[src/quicksort_sorter_defines.svh]
// ----------------------------------------------------------------------------
// quicksort_sorter_defines.svh
// Assertion macros shared by the sorter RTL.
// ----------------------------------------------------------------------------
`ifndef QUICKSORT_SORTER_DEFINES_SVH
`define QUICKSORT_SORTER_DEFINES_SVH

// Check that cons holds in the same cycle as ante.
`define QSS_ASSERT_NOW(label, ante, cons, msg) \
  label: assert property (@(posedge clk) disable iff (!rst_n) (ante) |-> (cons)) \
    else $error(msg);

// Check that cons holds in the cycle after ante.
`define QSS_ASSERT_NEXT(label, ante, cons, msg) \
  label: assert property (@(posedge clk) disable iff (!rst_n) (ante) |=> (cons)) \
    else $error(msg);

`endif

[src/qss_pkg.sv]
// ----------------------------------------------------------------------------
// qss_pkg
// Sizes and types for the quicksort sorter.
// ----------------------------------------------------------------------------
package qss_pkg;

  localparam int STORE_DEPTH = 64;
  localparam int DATA_W      = 32;
  localparam int IDX_W       = (STORE_DEPTH > 1) ? $clog2(STORE_DEPTH) : 1;
  localparam int CNT_W       = $clog2(STORE_DEPTH + 1);
  // Pending subranges are disjoint and at least two long.
  localparam int STACK_DEPTH = STORE_DEPTH / 2;
  localparam int SP_W        = $clog2(STACK_DEPTH + 1);
  localparam int STK_IDX_W   = (STACK_DEPTH > 1) ? $clog2(STACK_DEPTH) : 1;

  typedef struct packed {
    logic [IDX_W-1:0] lo;
    logic [IDX_W-1:0] hi;
  } range_t;

endpackage

[src/quicksort_sorter.sv]
// Operation: one input word is taken per cycle while collecting; after the
//   word marked last, ranges are partitioned one by one (ordered input is the
//   worst case), then each result is read, loaded and held until taken.
// Throughput: the store has one read and one write port; input is held off
//   from the word marked last until the final result word is taken.
// Reset: synchronous, active low; clears sequencer, counts and flags only.
// ----------------------------------------------------------------------------
// quicksort_sorter
// Collects signed words, sorts them in place by quicksort and streams them out.
// ----------------------------------------------------------------------------
`include "quicksort_sorter_defines.svh"

module quicksort_sorter (
  input  logic        clk,
  input  logic        rst_n,
  // input stream
  input  logic        in_tvalid,
  output logic        in_tready,
  input  logic [31:0] in_tdata,   // [31:0] value
  input  logic        in_tlast,   // last word of the set
  // result stream
  output logic        out_tvalid,
  input  logic        out_tready,
  output logic [31:0] out_tdata,  // [31:0] sorted_value
  output logic        out_tlast,  // end_of_set
  output logic        out_tuser   // [0] overflow
);

  localparam int IW  = qss_pkg::IDX_W;
  localparam int CW  = qss_pkg::CNT_W;
  localparam int SPW = qss_pkg::SP_W;
  localparam int SIW = qss_pkg::STK_IDX_W;
  localparam int DW  = qss_pkg::DATA_W;

  typedef enum logic [3:0] {
    ST_COLLECT,   // take words into the store
    ST_INIT,      // push the whole set as the first range
    ST_POP,       // pop a range or go emit
    ST_LOAD,      // latch popped range, read its pivot
    ST_PIVOT,     // latch pivot
    ST_RD_HI,     // read from the high end
    ST_CK_HI,     // compare high element against pivot
    ST_RD_LO,     // read from the low end
    ST_CK_LO,     // compare low element against pivot
    ST_PLACE,     // drop pivot into the hole, push left part
    ST_PUSH_B,    // push right part
    ST_EMIT_RD,   // read next sorted word
    ST_EMIT_LD,   // load output register
    ST_EMIT_WT    // hold word until taken
  } state_t;

  // Element store and range stack
  logic signed [DW-1:0] elem_mem [qss_pkg::STORE_DEPTH];
  qss_pkg::range_t      stk_mem  [qss_pkg::STACK_DEPTH];

  logic signed [DW-1:0] mem_q;
  qss_pkg::range_t      stk_q;

  logic                 mem_re, mem_we;
  logic [IW-1:0]        mem_raddr, mem_waddr;
  logic signed [DW-1:0] mem_wdata;
  logic                 stk_re, stk_we;
  logic [SIW-1:0]       stk_raddr, stk_waddr;
  qss_pkg::range_t      stk_wdata;

  // Sequencer state
  state_t               state_r, state_nxt;
  logic [CW-1:0]        cnt_r, cnt_nxt;
  logic [SPW-1:0]       sp_r, sp_nxt;
  logic                 drop_r, drop_nxt;
  logic [IW-1:0]        lo_r, lo_nxt;
  logic [IW-1:0]        hi_r, hi_nxt;
  logic [IW-1:0]        rlo_r, rlo_nxt;
  logic [IW-1:0]        rhi_r, rhi_nxt;
  logic signed [DW-1:0] pivot_r, pivot_nxt;
  logic [IW-1:0]        idx_r, idx_nxt;
  logic                 out_valid_r, out_valid_nxt;
  logic [DW-1:0]        out_data_r, out_data_nxt;
  logic                 out_last_r, out_last_nxt;
  logic                 out_ovf_r, out_ovf_nxt;

  logic                 sp_full;
  logic [CW-1:0]        left_len, right_len;

  assign in_tready  = (state_r == ST_COLLECT);
  assign out_tvalid = out_valid_r;
  assign out_tdata  = out_data_r;
  assign out_tlast  = out_last_r;
  assign out_tuser  = out_ovf_r;

  assign sp_full   = (sp_r >= SPW'(qss_pkg::STACK_DEPTH));
  // Distance of the pivot slot from either end of the current range
  assign left_len  = CW'(lo_r) - CW'(rlo_r);
  assign right_len = CW'(rhi_r) - CW'(lo_r);

  always_comb begin
    state_nxt     = state_r;
    cnt_nxt       = cnt_r;
    sp_nxt        = sp_r;
    drop_nxt      = drop_r;
    lo_nxt        = lo_r;
    hi_nxt        = hi_r;
    rlo_nxt       = rlo_r;
    rhi_nxt       = rhi_r;
    pivot_nxt     = pivot_r;
    idx_nxt       = idx_r;
    out_valid_nxt = out_valid_r;
    out_data_nxt  = out_data_r;
    out_last_nxt  = out_last_r;
    out_ovf_nxt   = out_ovf_r;

    mem_re    = 1'b0;
    mem_raddr = lo_r;
    mem_we    = 1'b0;
    mem_waddr = lo_r;
    mem_wdata = mem_q;
    stk_re    = 1'b0;
    stk_raddr = SIW'(sp_r - SPW'(1));
    stk_we    = 1'b0;
    stk_waddr = sp_r[SIW-1:0];
    stk_wdata = '{lo: rlo_r, hi: rhi_r};

    unique case (state_r)
      ST_COLLECT: begin
        if (in_tvalid) begin
          // Store while room is left, else drop and flag the set
          if (cnt_r < CW'(qss_pkg::STORE_DEPTH)) begin
            mem_we    = 1'b1;
            mem_waddr = cnt_r[IW-1:0];
            mem_wdata = in_tdata;
            cnt_nxt   = cnt_r + CW'(1);
          end else begin
            drop_nxt = 1'b1;
          end
          if (in_tlast) begin
            state_nxt = ST_INIT;
          end
        end
      end

      ST_INIT: begin
        sp_nxt = '0;
        if (cnt_r > CW'(1)) begin
          stk_we    = 1'b1;
          stk_waddr = '0;
          stk_wdata = '{lo: '0, hi: IW'(cnt_r - CW'(1))};
          sp_nxt    = SPW'(1);
        end
        state_nxt = ST_POP;
      end

      ST_POP: begin
        if (sp_r == '0) begin
          idx_nxt   = '0;
          state_nxt = ST_EMIT_RD;
        end else begin
          stk_re    = 1'b1;
          sp_nxt    = sp_r - SPW'(1);
          state_nxt = ST_LOAD;
        end
      end

      ST_LOAD: begin
        rlo_nxt   = stk_q.lo;
        rhi_nxt   = stk_q.hi;
        lo_nxt    = stk_q.lo;
        hi_nxt    = stk_q.hi;
        mem_re    = 1'b1;
        mem_raddr = stk_q.lo;
        state_nxt = ST_PIVOT;
      end

      ST_PIVOT: begin
        pivot_nxt = mem_q;
        state_nxt = ST_RD_HI;
      end

      ST_RD_HI: begin
        if (lo_r < hi_r) begin
          mem_re    = 1'b1;
          mem_raddr = hi_r;
          state_nxt = ST_CK_HI;
        end else begin
          state_nxt = ST_PLACE;
        end
      end

      ST_CK_HI: begin
        if (mem_q >= pivot_r) begin
          hi_nxt    = hi_r - IW'(1);
          state_nxt = ST_RD_HI;
        end else begin
          // Fill the low hole with the small element
          mem_we    = 1'b1;
          mem_waddr = lo_r;
          mem_wdata = mem_q;
          state_nxt = ST_RD_LO;
        end
      end

      ST_RD_LO: begin
        if (lo_r < hi_r) begin
          mem_re    = 1'b1;
          mem_raddr = lo_r;
          state_nxt = ST_CK_LO;
        end else begin
          state_nxt = ST_PLACE;
        end
      end

      ST_CK_LO: begin
        if (mem_q <= pivot_r) begin
          lo_nxt    = lo_r + IW'(1);
          state_nxt = ST_RD_LO;
        end else begin
          // Fill the high hole with the large element
          mem_we    = 1'b1;
          mem_waddr = hi_r;
          mem_wdata = mem_q;
          state_nxt = ST_RD_HI;
        end
      end

      ST_PLACE: begin
        mem_we    = 1'b1;
        mem_waddr = lo_r;
        mem_wdata = pivot_r;
        if (left_len >= CW'(2) && !sp_full) begin
          stk_we    = 1'b1;
          stk_wdata = '{lo: rlo_r, hi: lo_r - IW'(1)};
          sp_nxt    = sp_r + SPW'(1);
        end
        state_nxt = ST_PUSH_B;
      end

      ST_PUSH_B: begin
        if (right_len >= CW'(2) && !sp_full) begin
          stk_we    = 1'b1;
          stk_wdata = '{lo: lo_r + IW'(1), hi: rhi_r};
          sp_nxt    = sp_r + SPW'(1);
        end
        state_nxt = ST_POP;
      end

      ST_EMIT_RD: begin
        mem_re    = 1'b1;
        mem_raddr = idx_r;
        state_nxt = ST_EMIT_LD;
      end

      ST_EMIT_LD: begin
        out_valid_nxt = 1'b1;
        out_data_nxt  = mem_q;
        out_last_nxt  = (CW'(idx_r) == cnt_r - CW'(1));
        out_ovf_nxt   = drop_r;
        state_nxt     = ST_EMIT_WT;
      end

      ST_EMIT_WT: begin
        if (out_tready) begin
          out_valid_nxt = 1'b0;
          if (out_last_r) begin
            // Run done: clear set state for the next one
            cnt_nxt   = '0;
            sp_nxt    = '0;
            drop_nxt  = 1'b0;
            state_nxt = ST_COLLECT;
          end else begin
            idx_nxt   = idx_r + IW'(1);
            state_nxt = ST_EMIT_RD;
          end
        end
      end

      default: begin
        state_nxt = ST_COLLECT;
      end
    endcase
  end

  always_ff @(posedge clk) begin
    if (!rst_n) begin
      state_r     <= ST_COLLECT;
      cnt_r       <= '0;
      sp_r        <= '0;
      drop_r      <= 1'b0;
      out_valid_r <= 1'b0;
    end else begin
      state_r     <= state_nxt;
      cnt_r       <= cnt_nxt;
      sp_r        <= sp_nxt;
      drop_r      <= drop_nxt;
      out_valid_r <= out_valid_nxt;
    end
    lo_r       <= lo_nxt;
    hi_r       <= hi_nxt;
    rlo_r      <= rlo_nxt;
    rhi_r      <= rhi_nxt;
    pivot_r    <= pivot_nxt;
    idx_r      <= idx_nxt;
    out_data_r <= out_data_nxt;
    out_last_r <= out_last_nxt;
    out_ovf_r  <= out_ovf_nxt;
  end

  // Element store: one write port, one registered read port
  always_ff @(posedge clk) begin
    if (mem_we) begin
      elem_mem[mem_waddr] <= mem_wdata;
    end
    if (mem_re) begin
      mem_q <= elem_mem[mem_raddr];
    end
  end

  // Range stack: one write port, one registered read port
  always_ff @(posedge clk) begin
    if (stk_we) begin
      stk_mem[stk_waddr] <= stk_wdata;
    end
    if (stk_re) begin
      stk_q <= stk_mem[stk_raddr];
    end
  end

  `QSS_ASSERT_NOW(a_no_input_while_emit, in_tready, !out_tvalid, "input taken while results pend")
  `QSS_ASSERT_NOW(a_stack_bound, 1'b1, sp_r <= SPW'(qss_pkg::STACK_DEPTH), "range stack overrun")
  `QSS_ASSERT_NOW(a_count_bound, 1'b1, cnt_r <= CW'(qss_pkg::STORE_DEPTH), "element count overrun")
  `QSS_ASSERT_NOW(a_scan_in_range, (state_r == ST_RD_HI) || (state_r == ST_RD_LO), (lo_r <= hi_r) && (lo_r >= rlo_r) && (hi_r <= rhi_r), "scan pointers left range")
  `QSS_ASSERT_NEXT(a_run_clears, out_tvalid && out_tready && out_tlast, (cnt_r == '0) && !drop_r && in_tready, "set state not cleared after run")

endmodule

[config.mk]
export PLATFORM = sky130hd
export DESIGN_NAME = quicksort_sorter
export DESIGN_NICKNAME = d
export VERILOG_FILES = /design/src/qss_pkg.sv /design/src/quicksort_sorter.sv
export VERILOG_INCLUDE_DIRS = /design/src /design/src/src
export SDC_FILE = /design/constraint.sdc
export NUM_CORES = 2
export LEC_CHECK = 0
export ABC_AREA = 1
export BUFFER_PORTS_ARGS = -buffer_cell sky130_fd_sc_hd__buf_2
export CAP_MARGIN = 10
export CORE_UTILIZATION = 30
export CTS_CLUSTER_SIZE = 10
export DETAILED_ROUTE_END_ITERATION = 12
export GPL_TIMING_DRIVEN = 1
export PLACE_DENSITY = 0.51
export SYNTH_ARGS = -nofsm -noshare
export SYNTH_HDL_FRONTEND = slang
export SYNTH_SLANG_ARGS = --single-unit
[constraint.sdc]
create_clock -name clk -period 3.88 [get_ports clk]
set_input_delay 0.194 -clock clk [delete_from_list [all_inputs] [get_ports clk]]
set_output_delay 0.194 -clock clk [all_outputs]
set_load 0.005 [all_outputs]
==> flow_metrics.tcl <==
set metrics [dict create \
    status "finished clean" \
    initial_utilization_pct 30.2 \
    finalCritPeriodShare_pct 98.9 \
    peakVddDrop_v 0.000348 \
    layout_setup_ws_ns 0.0440 \
    synth_top_flop_cell "edfxtp_1" \
    hpwl_um 225000 \
    ys_ff_latch 2591 \
    setup_viol 0 \
    fmax_ghz 0.261 \
    worst_pin_slew_ns 1.26 \
    fp.dieH_um 609 \
    crit_path_start_kind "flip-flop" \
    p_leak_uw 0.0498 \
    crit_start "mem_q[24]$_DFFE_PP_" \
    synth.avg_cell_area_um2 11.6 \
    drive_above_1_share_pct 13.6 \
    dp_slack_ns -0.0202 \
    worstSetupPathType "flip-flop to flip-flop" \
    clockRootBuffer "clkbuf_16" \
    die_area_um2 370000 \
    slew_headroom_pct 16.1 \
    clk_latency_ns 0.95 \
    synthArstFlopShare_pct 0 \
    yosys_warnings 0 \
    r2r_start "mem_q[24]$_DFFE_PP_" \
    clk_pin_slew_worst_paths_ns 0.05 \
    drtIter0Drc 8865 \
    min_from "in_tdata[23]" \
    dpl-instance-area_um2 124000 \
    required_ns 4.48 \
    cts_tree "done" \
    syn_area_um2 110000 \
    p_per_area_nw_per_um2 513 \
    cp_max_fo 16 \
    vias 75741 \
    ios 73 \
    final_nets 10247 \
    antenna_found_initial 29 \
    clk_path_buf_depth 4 \
    syn_nets 9647 \
    final_cells 15081 \
    synth_area_leaders "edfxtp_1 70%, nand2_1 8.4%, nand3_1 6.0%" \
    hold_viol 0 \
    fin_area_um2 134000 \
    arrival_ns 4.44 \
    num_rows 222 \
    core_area_um2 366000 \
    dieWidth_um 609 \
    dpl.cell_count 14592 \
    rr_worst_depth 24 \
    ant_nets 0 \
    drt_first_pass_iters 6 \
    synthDistinctLibCells 53 \
    grt_max_degree 157 \
    cap_violations 0 \
    mostFrequentLayoutCells "2572 x edfxtp_1, 2424 x nand2_1, 1291 x nand3_1" \
    final_core_util_pct 36.6 \
    port_buffers 72 \
    numCtsBuffers 308 \
    yosysTopAreaCell "edfxtp_1" \
    totalWireLength_um 362000 \
    holdCritPathClass "input pin to flip-flop" \
    netlist_instances 9549 \
    layout_commonest_cell "edfxtp_1" \
    drv_slew 0 \
    cts-htree-levels 5 \
    detail_route.wl_per_cell_um 24.0 \
    grt_pass1_wl_um 516000 \
    track_usage_pct 18.8 \
    grt_overflow_total 0 \
    min_period_ns 3.84 \
    drc 0 \
    gp_congestion 0.919 \
    area_growth_pct 21.1 \
    fin_worst_skew_ns 0.0881 \
    yosysTopAreaCellShare_pct 70.0 \
    end_kind "flip-flop" \
    clock-sinks 2591 \
    seq_area_frac_synth_pct 70.3 \
    hold_path_depth 4 \
    synth_edf_count 2572 \
    grt_pass1_vias 73951 \
    viasPerCell 5.02 \
    rsz0062_at_grt "true" \
]
-- registers in the layout, summed over array words and instances, names as in the netlist, 7 cells and up --
signal / count
cnt_r: 7
stk_q: 12
out_tdata: 32
mem_q: 32
pivot_r: 32
stk_mem: 384
elem_mem: 2048
-- critical path, stage by stage (launching register included) --
cell,delay [ns]
edfxtp_1,0.46
ha_1,0.31
nand2_1,0.06
nor2_2,0.11
and2_4,0.15
nand2_2,0.06
buf_12,0.14
nor3_4,0.14
buf_6,0.15
nand2_4,0.08
nand2_4,0.07
buf_4,0.09
nand2_1,0.05
nand2_2,0.14
nand3_2,0.09
nand3_2,0.11
nand2_1,0.07
nor2_2,0.13
nand4_1,0.17
buf_12,0.18
buf_12,0.14
buf_12,0.13
nor2_4,0.11
buf_12,0.13
clkbuf_16,0.20
-- where the power goes --
group,leakage [uW],internal (uW),switching (uW)
combinational,0.0223,2840,7460
sequential,0.0233,32200,128
clock,0.00420,14900,11100
-- area by class of cell --
cell class	count	area [um^2]
clock buffers	368	8080
inverters	878	3320
diodes	9	22.5
well taps	4816	6030
fillers	35052	232000
repair buffers	864	10300
multi-input cells	5506	27800
flip-flops and latches	2591	77600
clock inverters	49	557
-- metrics by stage --
stage	hold WS, ns	TNS (ns)	total power (uW)
after CTS	0.0540	0	69000
after floorplan	0.301	-427.70	37700
after global placement	0.425	-13.12	42900
after global routing	0.0823	-10.04	70700
after detailed placement	0.430	-0.474	43000
final	0.0667	0	68600
-- path summary, 6_finish.rpt --
path	endpoint	slack (ns)
max	elem_mem[26][2]$_DFFE_PP_	0.04
min	elem_mem[22][23]$_DFFE_PP_	0.07
max reg2reg	elem_mem[26][2]$_DFFE_PP_	0.04
min reg2reg	out_tuser$_DFFE_PP_	0.44
-- cells in the mapped netlist, types with 5 or more instances --
cell type,number
a21oi_1,44
nand3_2,7
clkbuf_1,213
edfxtp_1,2572
o21ai_0,274
buf_4,39
a22oi_1,32
dfxtp_1,19
nor2_1,401
nand3b_1,320
inv_2,5
mux2i_1,37
buf_1,54
nand4_1,11
o221ai_1,41
ha_1,59
o32ai_1,60
a31oi_1,15
o21a_1,5
o21ai_1,92
buf_2,253
inv_1,871
nand2_1,2464
buf_6,15
xor2_1,18
nand3_1,1319
o22ai_1,10
nor3_1,17
o211ai_1,231
-- what timing repair did --
item | 4_1_cts | 5_1_grt
cloned | 1 | 22
setup endpoints to repair | 76 | 2058
hold buffers | 10 | 0
setup buffers | 1 | 30
pin swaps | 0 | 22
endpoints found under the hold margin | 64 | 0
gates resized for setup | 2 | 90
-- logic make-up after synthesis --
group,after synthesis,synth area share [%]
flip-flops,2591,70.3
multiplexers,37,0.335
AO/OA/AOI/OAI,825,4.78
AND/OR/NAND/NOR,4561,18.2
XOR/XNOR,22,0.175
adder cells (fa/ha/maj),61,0.705
buffers and inverters,1452,5.46
-- metal layers --
layer / GRT usage, % / wire (um)
met1: 25.6 / 154000
met2: 30.4 / 168000
met3: 3.03 / 26500
met4: 6.70 / 13400
met5: 0 / 0
Note: power is estimated with default switching activity, not from simulation.
